`src/hw/rtl/assert_macros.svh`:
```
// Assertion macros shared by the grid distance fill RTL.
`ifndef ASSERT_MACROS_SVH
`define ASSERT_MACROS_SVH
`ifndef NO_ASSERTIONS
`define GBF_ASSERT_IMP(lbl, ante, cons, msg) \
  lbl: assert property (@(posedge clk) disable iff (!rst_n) (ante) |-> (cons)) else $error(msg);
`define GBF_ASSERT_NXT(lbl, ante, cons, msg) \
  lbl: assert property (@(posedge clk) disable iff (!rst_n) (ante) |=> (cons)) else $error(msg);
`else
`define GBF_ASSERT_IMP(lbl, ante, cons, msg)
`define GBF_ASSERT_NXT(lbl, ante, cons, msg)
`endif
`endif

```
`src/hw/rtl/gbf_pkg.sv`:
```
// Types and constants shared by the grid distance fill modules.
package gbf_pkg;

  localparam int MAX_SIDE = 16;
  localparam int ROW_W    = 4;
  localparam int CELL_AW  = 2 * ROW_W;
  localparam int DIST_W   = 9;
  localparam int SIDE_W   = 5;
  localparam int OP_W     = 2;

  localparam logic [OP_W-1:0] OP_LOAD  = 2'd0;
  localparam logic [OP_W-1:0] OP_SOLVE = 2'd1;
  localparam logic [OP_W-1:0] OP_READ  = 2'd2;

  localparam logic [1:0] REG_GRID_SIDE = 2'd0;

  typedef struct packed {
    logic [OP_W-1:0]  opcode;
    logic [ROW_W-1:0] row;
    logic [ROW_W-1:0] col;
    logic             cell_open;
  } gbf_in_t;

  typedef struct packed {
    logic [DIST_W-1:0] distance;
    logic              reached;
  } gbf_out_t;

  typedef struct packed {
    logic               open_we;
    logic               dist_we;
    logic [CELL_AW-1:0] wr_addr;
    logic               open_wdata;
    logic [DIST_W-1:0]  dist_wdata;
    logic [CELL_AW-1:0] rd_addr;
  } gbf_mem_req_t;

endpackage

```
`src/hw/rtl/gbf_store.sv`:
```
// Open map and distance memories: one write and one registered read each.
module gbf_store (
  input  logic                 clk,
  input  gbf_pkg::gbf_mem_req_t req,
  output logic                 rd_open,
  output logic [gbf_pkg::DIST_W-1:0] rd_dist
);
  import gbf_pkg::*;

  localparam int CELLS = MAX_SIDE * MAX_SIDE;

  logic              open_mem [CELLS];
  logic [DIST_W-1:0] dist_mem [CELLS];
  logic              rd_open_r;
  logic [DIST_W-1:0] rd_dist_r;

  always_ff @(posedge clk) begin
    if (req.open_we) begin
      open_mem[req.wr_addr] <= req.open_wdata;
    end
    rd_open_r <= open_mem[req.rd_addr];
  end

  always_ff @(posedge clk) begin
    if (req.dist_we) begin
      dist_mem[req.wr_addr] <= req.dist_wdata;
    end
    rd_dist_r <= dist_mem[req.rd_addr];
  end

  assign rd_open = rd_open_r;
  assign rd_dist = rd_dist_r;

endmodule

```
`src/hw/rtl/gbf_seq.sv`:
```
// Sequencer: load/read handling and the level-by-level wavefront scan.
module gbf_seq (
  input  logic                        clk,
  input  logic                        rst_n,
  input  logic                        start,
  input  gbf_pkg::gbf_in_t            in_item,
  input  logic [gbf_pkg::SIDE_W-1:0]  side,
  input  logic                        rd_open,
  input  logic [gbf_pkg::DIST_W-1:0]  rd_dist,
  output logic                        busy,
  output gbf_pkg::gbf_mem_req_t       mem_req,
  output logic                        out_valid,
  output gbf_pkg::gbf_out_t           out_item
);
  import gbf_pkg::*;

  typedef enum logic [2:0] {S_IDLE, S_CLR, S_CEN, S_CHK, S_NBC} state_t;

  localparam logic [1:0] NB_DOWN  = 2'd0;
  localparam logic [1:0] NB_RIGHT = 2'd1;
  localparam logic [1:0] NB_UP    = 2'd2;
  localparam logic [1:0] NB_LEFT  = 2'd3;

  state_t            state_r, state_nxt;
  logic [ROW_W-1:0]  r_r, r_nxt, c_r, c_nxt;
  logic [DIST_W-1:0] x_r, x_nxt;
  logic              added_r, added_nxt;
  logic [1:0]        nb_r, nb_nxt;
  logic              rd_pend_r, rd_pend_nxt;
  logic              rd_oob_r, rd_oob_nxt;
  logic              out_valid_r, out_valid_nxt;
  gbf_out_t          out_item_r, out_item_nxt;

  logic [2*SIDE_W-1:0] side_sq;
  logic [DIST_W-1:0]   none;
  logic [SIDE_W-1:0]   side_m1;
  logic [ROW_W-1:0]    last_idx;
  logic                cell_last;
  logic [DIST_W-1:0]   cmp_ref;
  logic                cmp_eq;
  logic                hit;
  logic                cell_done;
  logic                more;
  logic [ROW_W-1:0]    r_adv, c_adv;

  function automatic logic [CELL_AW-1:0] nb_addr(input logic [ROW_W-1:0] r,
                                                 input logic [ROW_W-1:0] c,
                                                 input logic [1:0] nb);
    logic [ROW_W-1:0] rr, cc;
    rr = r;
    cc = c;
    case (nb)
      NB_DOWN:  rr = r + 1'b1;
      NB_RIGHT: cc = c + 1'b1;
      NB_UP:    rr = r - 1'b1;
      NB_LEFT:  cc = c - 1'b1;
      default:  rr = r;
    endcase
    return {rr, cc};
  endfunction

  function automatic logic nb_ok(input logic [ROW_W-1:0] r,
                                 input logic [ROW_W-1:0] c,
                                 input logic [1:0] nb,
                                 input logic [SIDE_W-1:0] sd);
    logic ok;
    case (nb)
      NB_DOWN:  ok = ({1'b0, r} + SIDE_W'(1)) < sd;
      NB_RIGHT: ok = ({1'b0, c} + SIDE_W'(1)) < sd;
      NB_UP:    ok = (r != '0);
      NB_LEFT:  ok = (c != '0);
      default:  ok = 1'b0;
    endcase
    return ok;
  endfunction

  assign side_sq   = side * side;
  assign none      = side_sq[DIST_W-1:0];
  assign side_m1   = side - SIDE_W'(1);
  assign last_idx  = side_m1[ROW_W-1:0];
  assign cell_last = (r_r == last_idx) && (c_r == last_idx);
  assign r_adv     = (c_r == last_idx) ? r_r + 1'b1 : r_r;
  assign c_adv     = (c_r == last_idx) ? '0 : c_r + 1'b1;

  // Shared compare: against the level in the neighbor scan, else against "unreached".
  assign cmp_ref = (state_r == S_NBC) ? x_r : none;
  assign cmp_eq  = (rd_dist == cmp_ref);

  assign busy = (state_r != S_IDLE);

  always_comb begin
    state_nxt     = state_r;
    r_nxt         = r_r;
    c_nxt         = c_r;
    x_nxt         = x_r;
    added_nxt     = added_r;
    nb_nxt        = nb_r;
    rd_pend_nxt   = 1'b0;
    rd_oob_nxt    = rd_oob_r;
    out_valid_nxt = 1'b0;
    out_item_nxt  = out_item_r;
    mem_req       = '0;
    mem_req.rd_addr = {in_item.row, in_item.col};
    mem_req.wr_addr = {r_r, c_r};
    hit       = 1'b0;
    cell_done = 1'b0;
    more      = 1'b0;

    // Second half of a read item: data is back from the store.
    if (rd_pend_r) begin
      out_valid_nxt = 1'b1;
      if (rd_oob_r) begin
        out_item_nxt.distance = none;
        out_item_nxt.reached  = 1'b0;
      end else begin
        out_item_nxt.distance = rd_dist;
        out_item_nxt.reached  = (rd_dist < none);
      end
    end

    case (state_r)
      S_IDLE: begin
        if (start) begin
          case (in_item.opcode)
            OP_LOAD: begin
              mem_req.open_we    = 1'b1;
              mem_req.wr_addr    = {in_item.row, in_item.col};
              mem_req.open_wdata = in_item.cell_open;
            end
            OP_SOLVE: begin
              state_nxt = S_CLR;
              r_nxt     = '0;
              c_nxt     = '0;
            end
            OP_READ: begin
              rd_pend_nxt = 1'b1;
              rd_oob_nxt  = ({1'b0, in_item.row} >= side) || ({1'b0, in_item.col} >= side);
            end
            default: begin
              state_nxt = S_IDLE;
            end
          endcase
        end
      end
      S_CLR: begin
        mem_req.dist_we    = 1'b1;
        mem_req.dist_wdata = ((r_r == '0) && (c_r == '0)) ? '0 : none;
        if (cell_last) begin
          state_nxt = S_CEN;
          r_nxt     = '0;
          c_nxt     = '0;
          x_nxt     = '0;
          added_nxt = 1'b0;
        end else begin
          r_nxt = r_adv;
          c_nxt = c_adv;
        end
      end
      S_CEN: begin
        mem_req.rd_addr = {r_r, c_r};
        state_nxt       = S_CHK;
      end
      S_CHK: begin
        // Skip walls and cells that already hold a level.
        if (!rd_open || !cmp_eq) begin
          cell_done = 1'b1;
        end else begin
          mem_req.rd_addr = nb_addr(r_r, c_r, NB_DOWN);
          nb_nxt          = NB_DOWN;
          state_nxt       = S_NBC;
        end
      end
      S_NBC: begin
        hit = cmp_eq && nb_ok(r_r, c_r, nb_r, side);
        if (hit) begin
          mem_req.dist_we    = 1'b1;
          mem_req.dist_wdata = x_r + 1'b1;
          added_nxt          = 1'b1;
        end
        if (hit || (nb_r == NB_LEFT)) begin
          cell_done = 1'b1;
        end else begin
          nb_nxt          = nb_r + 1'b1;
          mem_req.rd_addr = nb_addr(r_r, c_r, nb_r + 1'b1);
        end
      end
      default: begin
        state_nxt = S_IDLE;
      end
    endcase

    if (cell_done) begin
      if (cell_last) begin
        more = (added_r || hit) && (({1'b0, x_r} + 10'd1) < {1'b0, none});
        if (more) begin
          x_nxt     = x_r + 1'b1;
          added_nxt = 1'b0;
          r_nxt     = '0;
          c_nxt     = '0;
          state_nxt = S_CEN;
        end else begin
          state_nxt             = S_IDLE;
          out_valid_nxt         = 1'b1;
          out_item_nxt.distance = x_r;
          out_item_nxt.reached  = 1'b1;
        end
      end else begin
        r_nxt           = r_adv;
        c_nxt           = c_adv;
        mem_req.rd_addr = {r_adv, c_adv};
        state_nxt       = S_CHK;
      end
    end
  end

  always_ff @(posedge clk) begin
    if (!rst_n) begin
      state_r     <= S_IDLE;
      x_r         <= '0;
      added_r     <= 1'b0;
      rd_pend_r   <= 1'b0;
      out_valid_r <= 1'b0;
    end else begin
      state_r     <= state_nxt;
      x_r         <= x_nxt;
      added_r     <= added_nxt;
      rd_pend_r   <= rd_pend_nxt;
      out_valid_r <= out_valid_nxt;
    end
    r_r        <= r_nxt;
    c_r        <= c_nxt;
    nb_r       <= nb_nxt;
    rd_oob_r   <= rd_oob_nxt;
    out_item_r <= out_item_nxt;
  end

  assign out_valid = out_valid_r;
  assign out_item  = out_item_r;

endmodule

```
`src/hw/rtl/grid_bfs_distance_fill_top.sv`:
```
// Top level of the grid distance fill: config register, sequencer and store.
//
//  channel  | handshake                | payload
//  ---------+--------------------------+---------------------------------
//  input    | start, busy              | in_item  (opcode, row, col, cell_open)
//  result   | out_valid (one cycle)    | out_item (distance, reached)
//  config   | psel/penable/pwrite      | paddr, pwdata, prdata, pready
//
// Load gives no result and does not raise busy; a read does not raise busy either,
// and its result goes through the store's registered read and then the result register.
// Solve keeps busy high while it clears every cell, then runs one pass per level over
// every cell, with up to four neighbor reads through the single distance read port
// for each open unlabeled cell. Reset clears control state only; the grid
// memories are undefined until written. Results cannot be stalled.
`include "assert_macros.svh"

module grid_bfs_distance_fill_top (
  input  logic                 clk,
  input  logic                 rst_n,
  input  logic                 start,
  output logic                 busy,
  input  gbf_pkg::gbf_in_t     in_item,
  output logic                 out_valid,
  output gbf_pkg::gbf_out_t    out_item,
  input  logic                 psel,
  input  logic                 penable,
  input  logic                 pwrite,
  input  logic [1:0]           paddr,
  input  logic [31:0]          pwdata,
  output logic [31:0]          prdata,
  output logic                 pready
);
  import gbf_pkg::*;

  logic [SIDE_W-1:0] grid_side_r;
  logic [SIDE_W-1:0] side_use;
  gbf_mem_req_t      mem_req;
  logic              rd_open;
  logic [DIST_W-1:0] rd_dist;

  assign pready = 1'b1;
  assign prdata = (paddr == REG_GRID_SIDE) ? {{(32 - SIDE_W){1'b0}}, grid_side_r} : '0;

  always_ff @(posedge clk) begin
    if (!rst_n) begin
      grid_side_r <= SIDE_W'(MAX_SIDE);
    end else if (psel && penable && pwrite && pready && (paddr == REG_GRID_SIDE)) begin
      grid_side_r <= pwdata[SIDE_W-1:0];
    end
  end

  // Clamp the side into 1..MAX_SIDE.
  always_comb begin
    if (grid_side_r == '0) begin
      side_use = SIDE_W'(1);
    end else if (grid_side_r > SIDE_W'(MAX_SIDE)) begin
      side_use = SIDE_W'(MAX_SIDE);
    end else begin
      side_use = grid_side_r;
    end
  end

  gbf_seq u_seq (
    .clk       (clk),
    .rst_n     (rst_n),
    .start     (start),
    .in_item   (in_item),
    .side      (side_use),
    .rd_open   (rd_open),
    .rd_dist   (rd_dist),
    .busy      (busy),
    .mem_req   (mem_req),
    .out_valid (out_valid),
    .out_item  (out_item)
  );

  gbf_store u_store (
    .clk     (clk),
    .req     (mem_req),
    .rd_open (rd_open),
    .rd_dist (rd_dist)
  );

  `GBF_ASSERT_NXT(a_solve_goes_busy, start && !busy && (in_item.opcode == OP_SOLVE), busy, "solve item did not start the fill")
  `GBF_ASSERT_IMP(a_solve_ends_with_item, $fell(busy), out_valid && out_item.reached, "fill ended without its result item")
  `GBF_ASSERT_IMP(a_unreached_nonzero, out_valid && !out_item.reached, out_item.distance != '0, "unreached cell reported distance zero")

endmodule
```
`config.mk`:
```
export PLATFORM = sky130hd
export DESIGN_NAME = grid_bfs_distance_fill_top
export DESIGN_NICKNAME = d
export VERILOG_FILES = /design/src/hw/rtl/gbf_pkg.sv /design/src/hw/rtl/gbf_store.sv /design/src/hw/rtl/gbf_seq.sv /design/src/hw/rtl/grid_bfs_distance_fill_top.sv
export VERILOG_INCLUDE_DIRS = /design/src /design/src/hw/rtl
export SDC_FILE = /design/constraint.sdc
export NUM_CORES = 2
export LEC_CHECK = 0
export ABC_AREA = 1
export BUFFER_PORTS_ARGS = -buffer_cell sky130_fd_sc_hd__buf_4
export CORE_MARGIN = 2
export CORE_UTILIZATION = 34
export DETAILED_ROUTE_END_ITERATION = 12
export PLACE_DENSITY = 0.6
export SYNTH_ARGS = -nofsm -noshare
export SYNTH_HDL_FRONTEND = slang
export SYNTH_SLANG_ARGS = --single-unit
```
`constraint.sdc`:
```
create_clock -name clk -period 15.6 [get_ports clk]
set_input_delay 0 -clock clk [delete_from_list [all_inputs] [get_ports clk]]
set_output_delay 0 -clock clk [all_outputs]
set_load 0.02 [all_outputs]
```
==> flow_metrics.py <==
metrics = {
    "outcome": {
        "status": "completed",
    },
    "floorplanning": {
        "start_util_pct": 34.2,
        "core_sq_um": 346000,
        "fp.dieH_um": 594,
        "ioPinCount": 96,
        "die_w_um": 594,
        "die_area_sq_um": 353000,
        "num_rows": 216,
    },
    "grt": {
        "antenna_found_initial": 10,
        "track_usage_pct": 18.4,
        "overflow": 0,
        "grt_start_max_net_pins": 181,
        "grt_pass1_wl_mm": 495,
        "grt_pass1_vias": 75000,
    },
    "synth": {
        "synth_edf_count": 2563,
        "ys_ff_latch": 2611,
        "synth_area_sq_um": 118000,
        "postSynthAreaPerCell_sq_um": 10.5,
        "synth.distinct_cells": 53,
        "async_flop_share_pct": 0,
        "yosysWarnings": 0,
        "ys_dominant_reg_cell": "edfxtp_1",
        "synth_seq_area_share_pct": 65.8,
        "synthCells": 11300,
    },
    "cts": {
        "clk_pin_slew_worst_paths_ns": 0.06,
        "cts-resized-gates": 0,
        "ctsHtreeMaxLevel": 5,
        "clkSinkCount": 2611,
        "cts_tree": "done",
        "cts-root-buf": "clkbuf_16",
        "cts_buffers": 279,
        "clock_latency_ns": 0.89,
        "clockBufferDepth": 4,
    },
    "timing": {
        "final-setup-viol-count": 0,
        "layout_setup_ws_ns": 5.52,
        "whs_ns": 0.0987,
        "worst_pin_slew_ns": 1.28,
        "fin_skew_ns": 0.0792,
        "finalSetupTns_ns": 0,
        "fin_crit_ns": 10.08,
        "hold_viol_final": 0,
        "fmaxAchievable_mhz": 99.2,
        "fin_crit_sh_pct": 64.6,
        "relSlewSlack_pct": 14.3,
        "final_max_slew_viol_count": 0,
        "rsz0062_at_grt": "false",
    },
    "pwr": {
        "clockPowerShare_pct": 40.8,
        "swShare_pct": 25.0,
        "combPwrFrac_pct": 9.3,
        "p_sw_mw": 3.86,
        "irDropWorstVdd_mv": 0.0901,
        "internal_power_mw": 11.6,
        "pwr-share-seq_pct": 49.8,
        "power.density_nw_per_um2": 117,
        "power_mw": 15.4,
        "p_leak_nw": 49.6,
    },
    "min_path": {
        "min_path_type": "in2reg",
    },
    "cells_and_area": {
        "syn_to_final_growth_pct": 11.0,
        "final_nets": 11200,
        "final_core_util_pct": 37.9,
        "nFillCells": 33600,
        "drive_gt1_share_pct": 5.34,
    },
    "place": {
        "place_ws_ns": 5.65,
        "port_buffers": 40,
        "gp_congestion": 0.857,
        "dpl.hpwl_mm": 184,
    },
    "run": {
        "cap_violations": 0,
    },
    "critical_path": {
        "required_ns": 16.36,
        "start_kind": "flip-flop",
        "slowest_stage": "buf_4",
        "critPathMaxFanout": 151,
        "cp-end-kind": "flip-flop",
        "r2r_slack_ns": 5.52,
        "max_stage_delay_ns": 0.86,
        "crit_type": "reg2reg",
        "arrival_ns": 10.85,
        "cp_common_cell": "nand3_1",
    },
    "routing": {
        "drtAntennaViolNets": 0,
        "route.detailed.drc": 0,
        "vias": 81400,
        "wl_per_cell_um": 21.2,
        "first_pass_iters": 7,
        "drt-initial-drc-count": 8991,
        "vias_per_cell": 5.14,
        "wirelength_mm": 336,
    },
}
[state kept, by name, indices dropped and copies added, names as in the netlist]
signal,count
u_seq.x_r,9
u_seq.c_r,4
u_seq.added_r,1
u_seq.rd_oob_r,1
u_seq.rd_pend_r,1
u_seq.nb_r,2
grid_side_r,5
u_store.dist_mem,2304
u_store.rd_open,1
u_store.rd_dist,9
u_seq.r_r,4
u_seq.out_item,10
u_store.open_mem,256
u_seq.out_valid,1
u_seq.state_r,3
[area by class of cell]
type	count	area (sq um)	area share [%]
Multi-Input combinational cell	6698	32600	24.8
Timing Repair Buffer	211	1920	1.46
Sequential cell	2611	77900	59.3
Clock inverter	139	1090	0.826
Clock buffer	347	7360	5.60
Inverter	1264	4770	3.63
Tap cell	4578	5730	4.36
Antenna cell	2	5.00	0.00381
[worst max-delay path, delay by kind of cell (launching register included)]
family                     cells  cell delay, ns
adders and majority gates      4            1.60
DFF                            1            0.51
buffers and inverters          7            2.16
AOI/OAI and AO/OA              2            0.49
and+or+nand+nor               23            4.86
[cell usage after synthesis (47+ instances only)]
master    count  area share [%]
inv_1      1252             4.0
o21ai_0      57            0.24
nand3b_1    703             4.5
o211ai_1    142            0.90
a21oi_1      49            0.21
nand3_1    2227             9.4
clkbuf_1    319             1.0
nand2_1    2688             8.5
edfxtp_1   2563              65
nor2_1      615             1.9
ha_1         56            0.59
buf_4        47            0.30
dfxtp_1      48            0.81
buf_1        49            0.16
buf_2       362             1.5
[metrics by stage]
| stage | cells | cell area, sq um |
|---|---|---|
| 4_1_cts | 15800 | 131000 |
| 3_5_place_dp | 15300 | 123000 |
| 6_report | 15900 | 131000 |
| 2_1_floorplan | 11400 | 119000 |
| 3_3_place_gp | 15300 | 123000 |
| 5_1_grt | 15800 | 131000 |
[cell families after synthesis]
group           count (synthesis)  share of synthesized area, %
xor+xnor                       20                         0.161
fa+ha+maj                      59                         0.643
compound gates                308                          1.72
flops                        2611                          65.8
other cells                     2                       0.00634
simple gates                 6280                          24.6
buf+inv                      2043                          7.02
[placed cells by master, fill, tap and decap left out, types with 41 or more instances in the layout]
master,count
nand2_1,2686
edfxtp_1,2563
nand3_1,2226
inv_1,1251
nand3b_1,703
nor2_1,596
clkbuf_16,285
buf_4,160
o211ai_1,142
clkinv_1,69
clkbuf_1,62
o21ai_0,56
ha_1,56
a21oi_1,48
dfxtp_1,48
clkinv_2,41
[layer usage]
metal  vias to the layer above  wire [um]  track usage [%]
met5                         -          0                0
met1                     39700     142000             25.7
met4                         0      11600             6.41
li1                      37900          -                -
met2                      3287     155000             29.3
met3                       554      27800             2.62
[power by group through the flow]
| stage | logic (mW) | clock network (mW) | registers (mW) |
|---|---|---|---|
| 2_1_floorplan | 0.849 | 0 | 7.84 |
| 3_3_place_gp | 1.40 | 0 | 7.84 |
| 3_5_place_dp | 1.41 | 0 | 7.84 |
| 4_1_cts | 1.42 | 6.38 | 7.69 |
| 5_1_grt | 1.54 | 6.65 | 7.69 |
| 6_report | 1.44 | 6.30 | 7.69 |
[timing repair]
item	in CTS	in global routing
endpoints found under the hold margin	60	0
hold buffers	30	0
setup endpoints to repair	0	0
buffers inserted	0	0
[path summary, 6_finish.rpt]
check | cells past startpoint | from | endpoint
worst min-delay path | 4 | in_item[7] | u_seq.rd_oob_r$_DFFE_PP_
worst max-delay path | 36 | grid_side_r[1]$_SDFFE_PN0P_ | u_store.rd_dist[5]$_DFF_P_
worst max register to register | 36 | grid_side_r[1]$_SDFFE_PN0P_ | u_store.rd_dist[5]$_DFF_P_
worst min register to register | 2 | u_seq.out_item[2]$_DFF_P_ | u_seq.out_item[2]$_DFF_P_
Power figures use the tool's default switching activity.
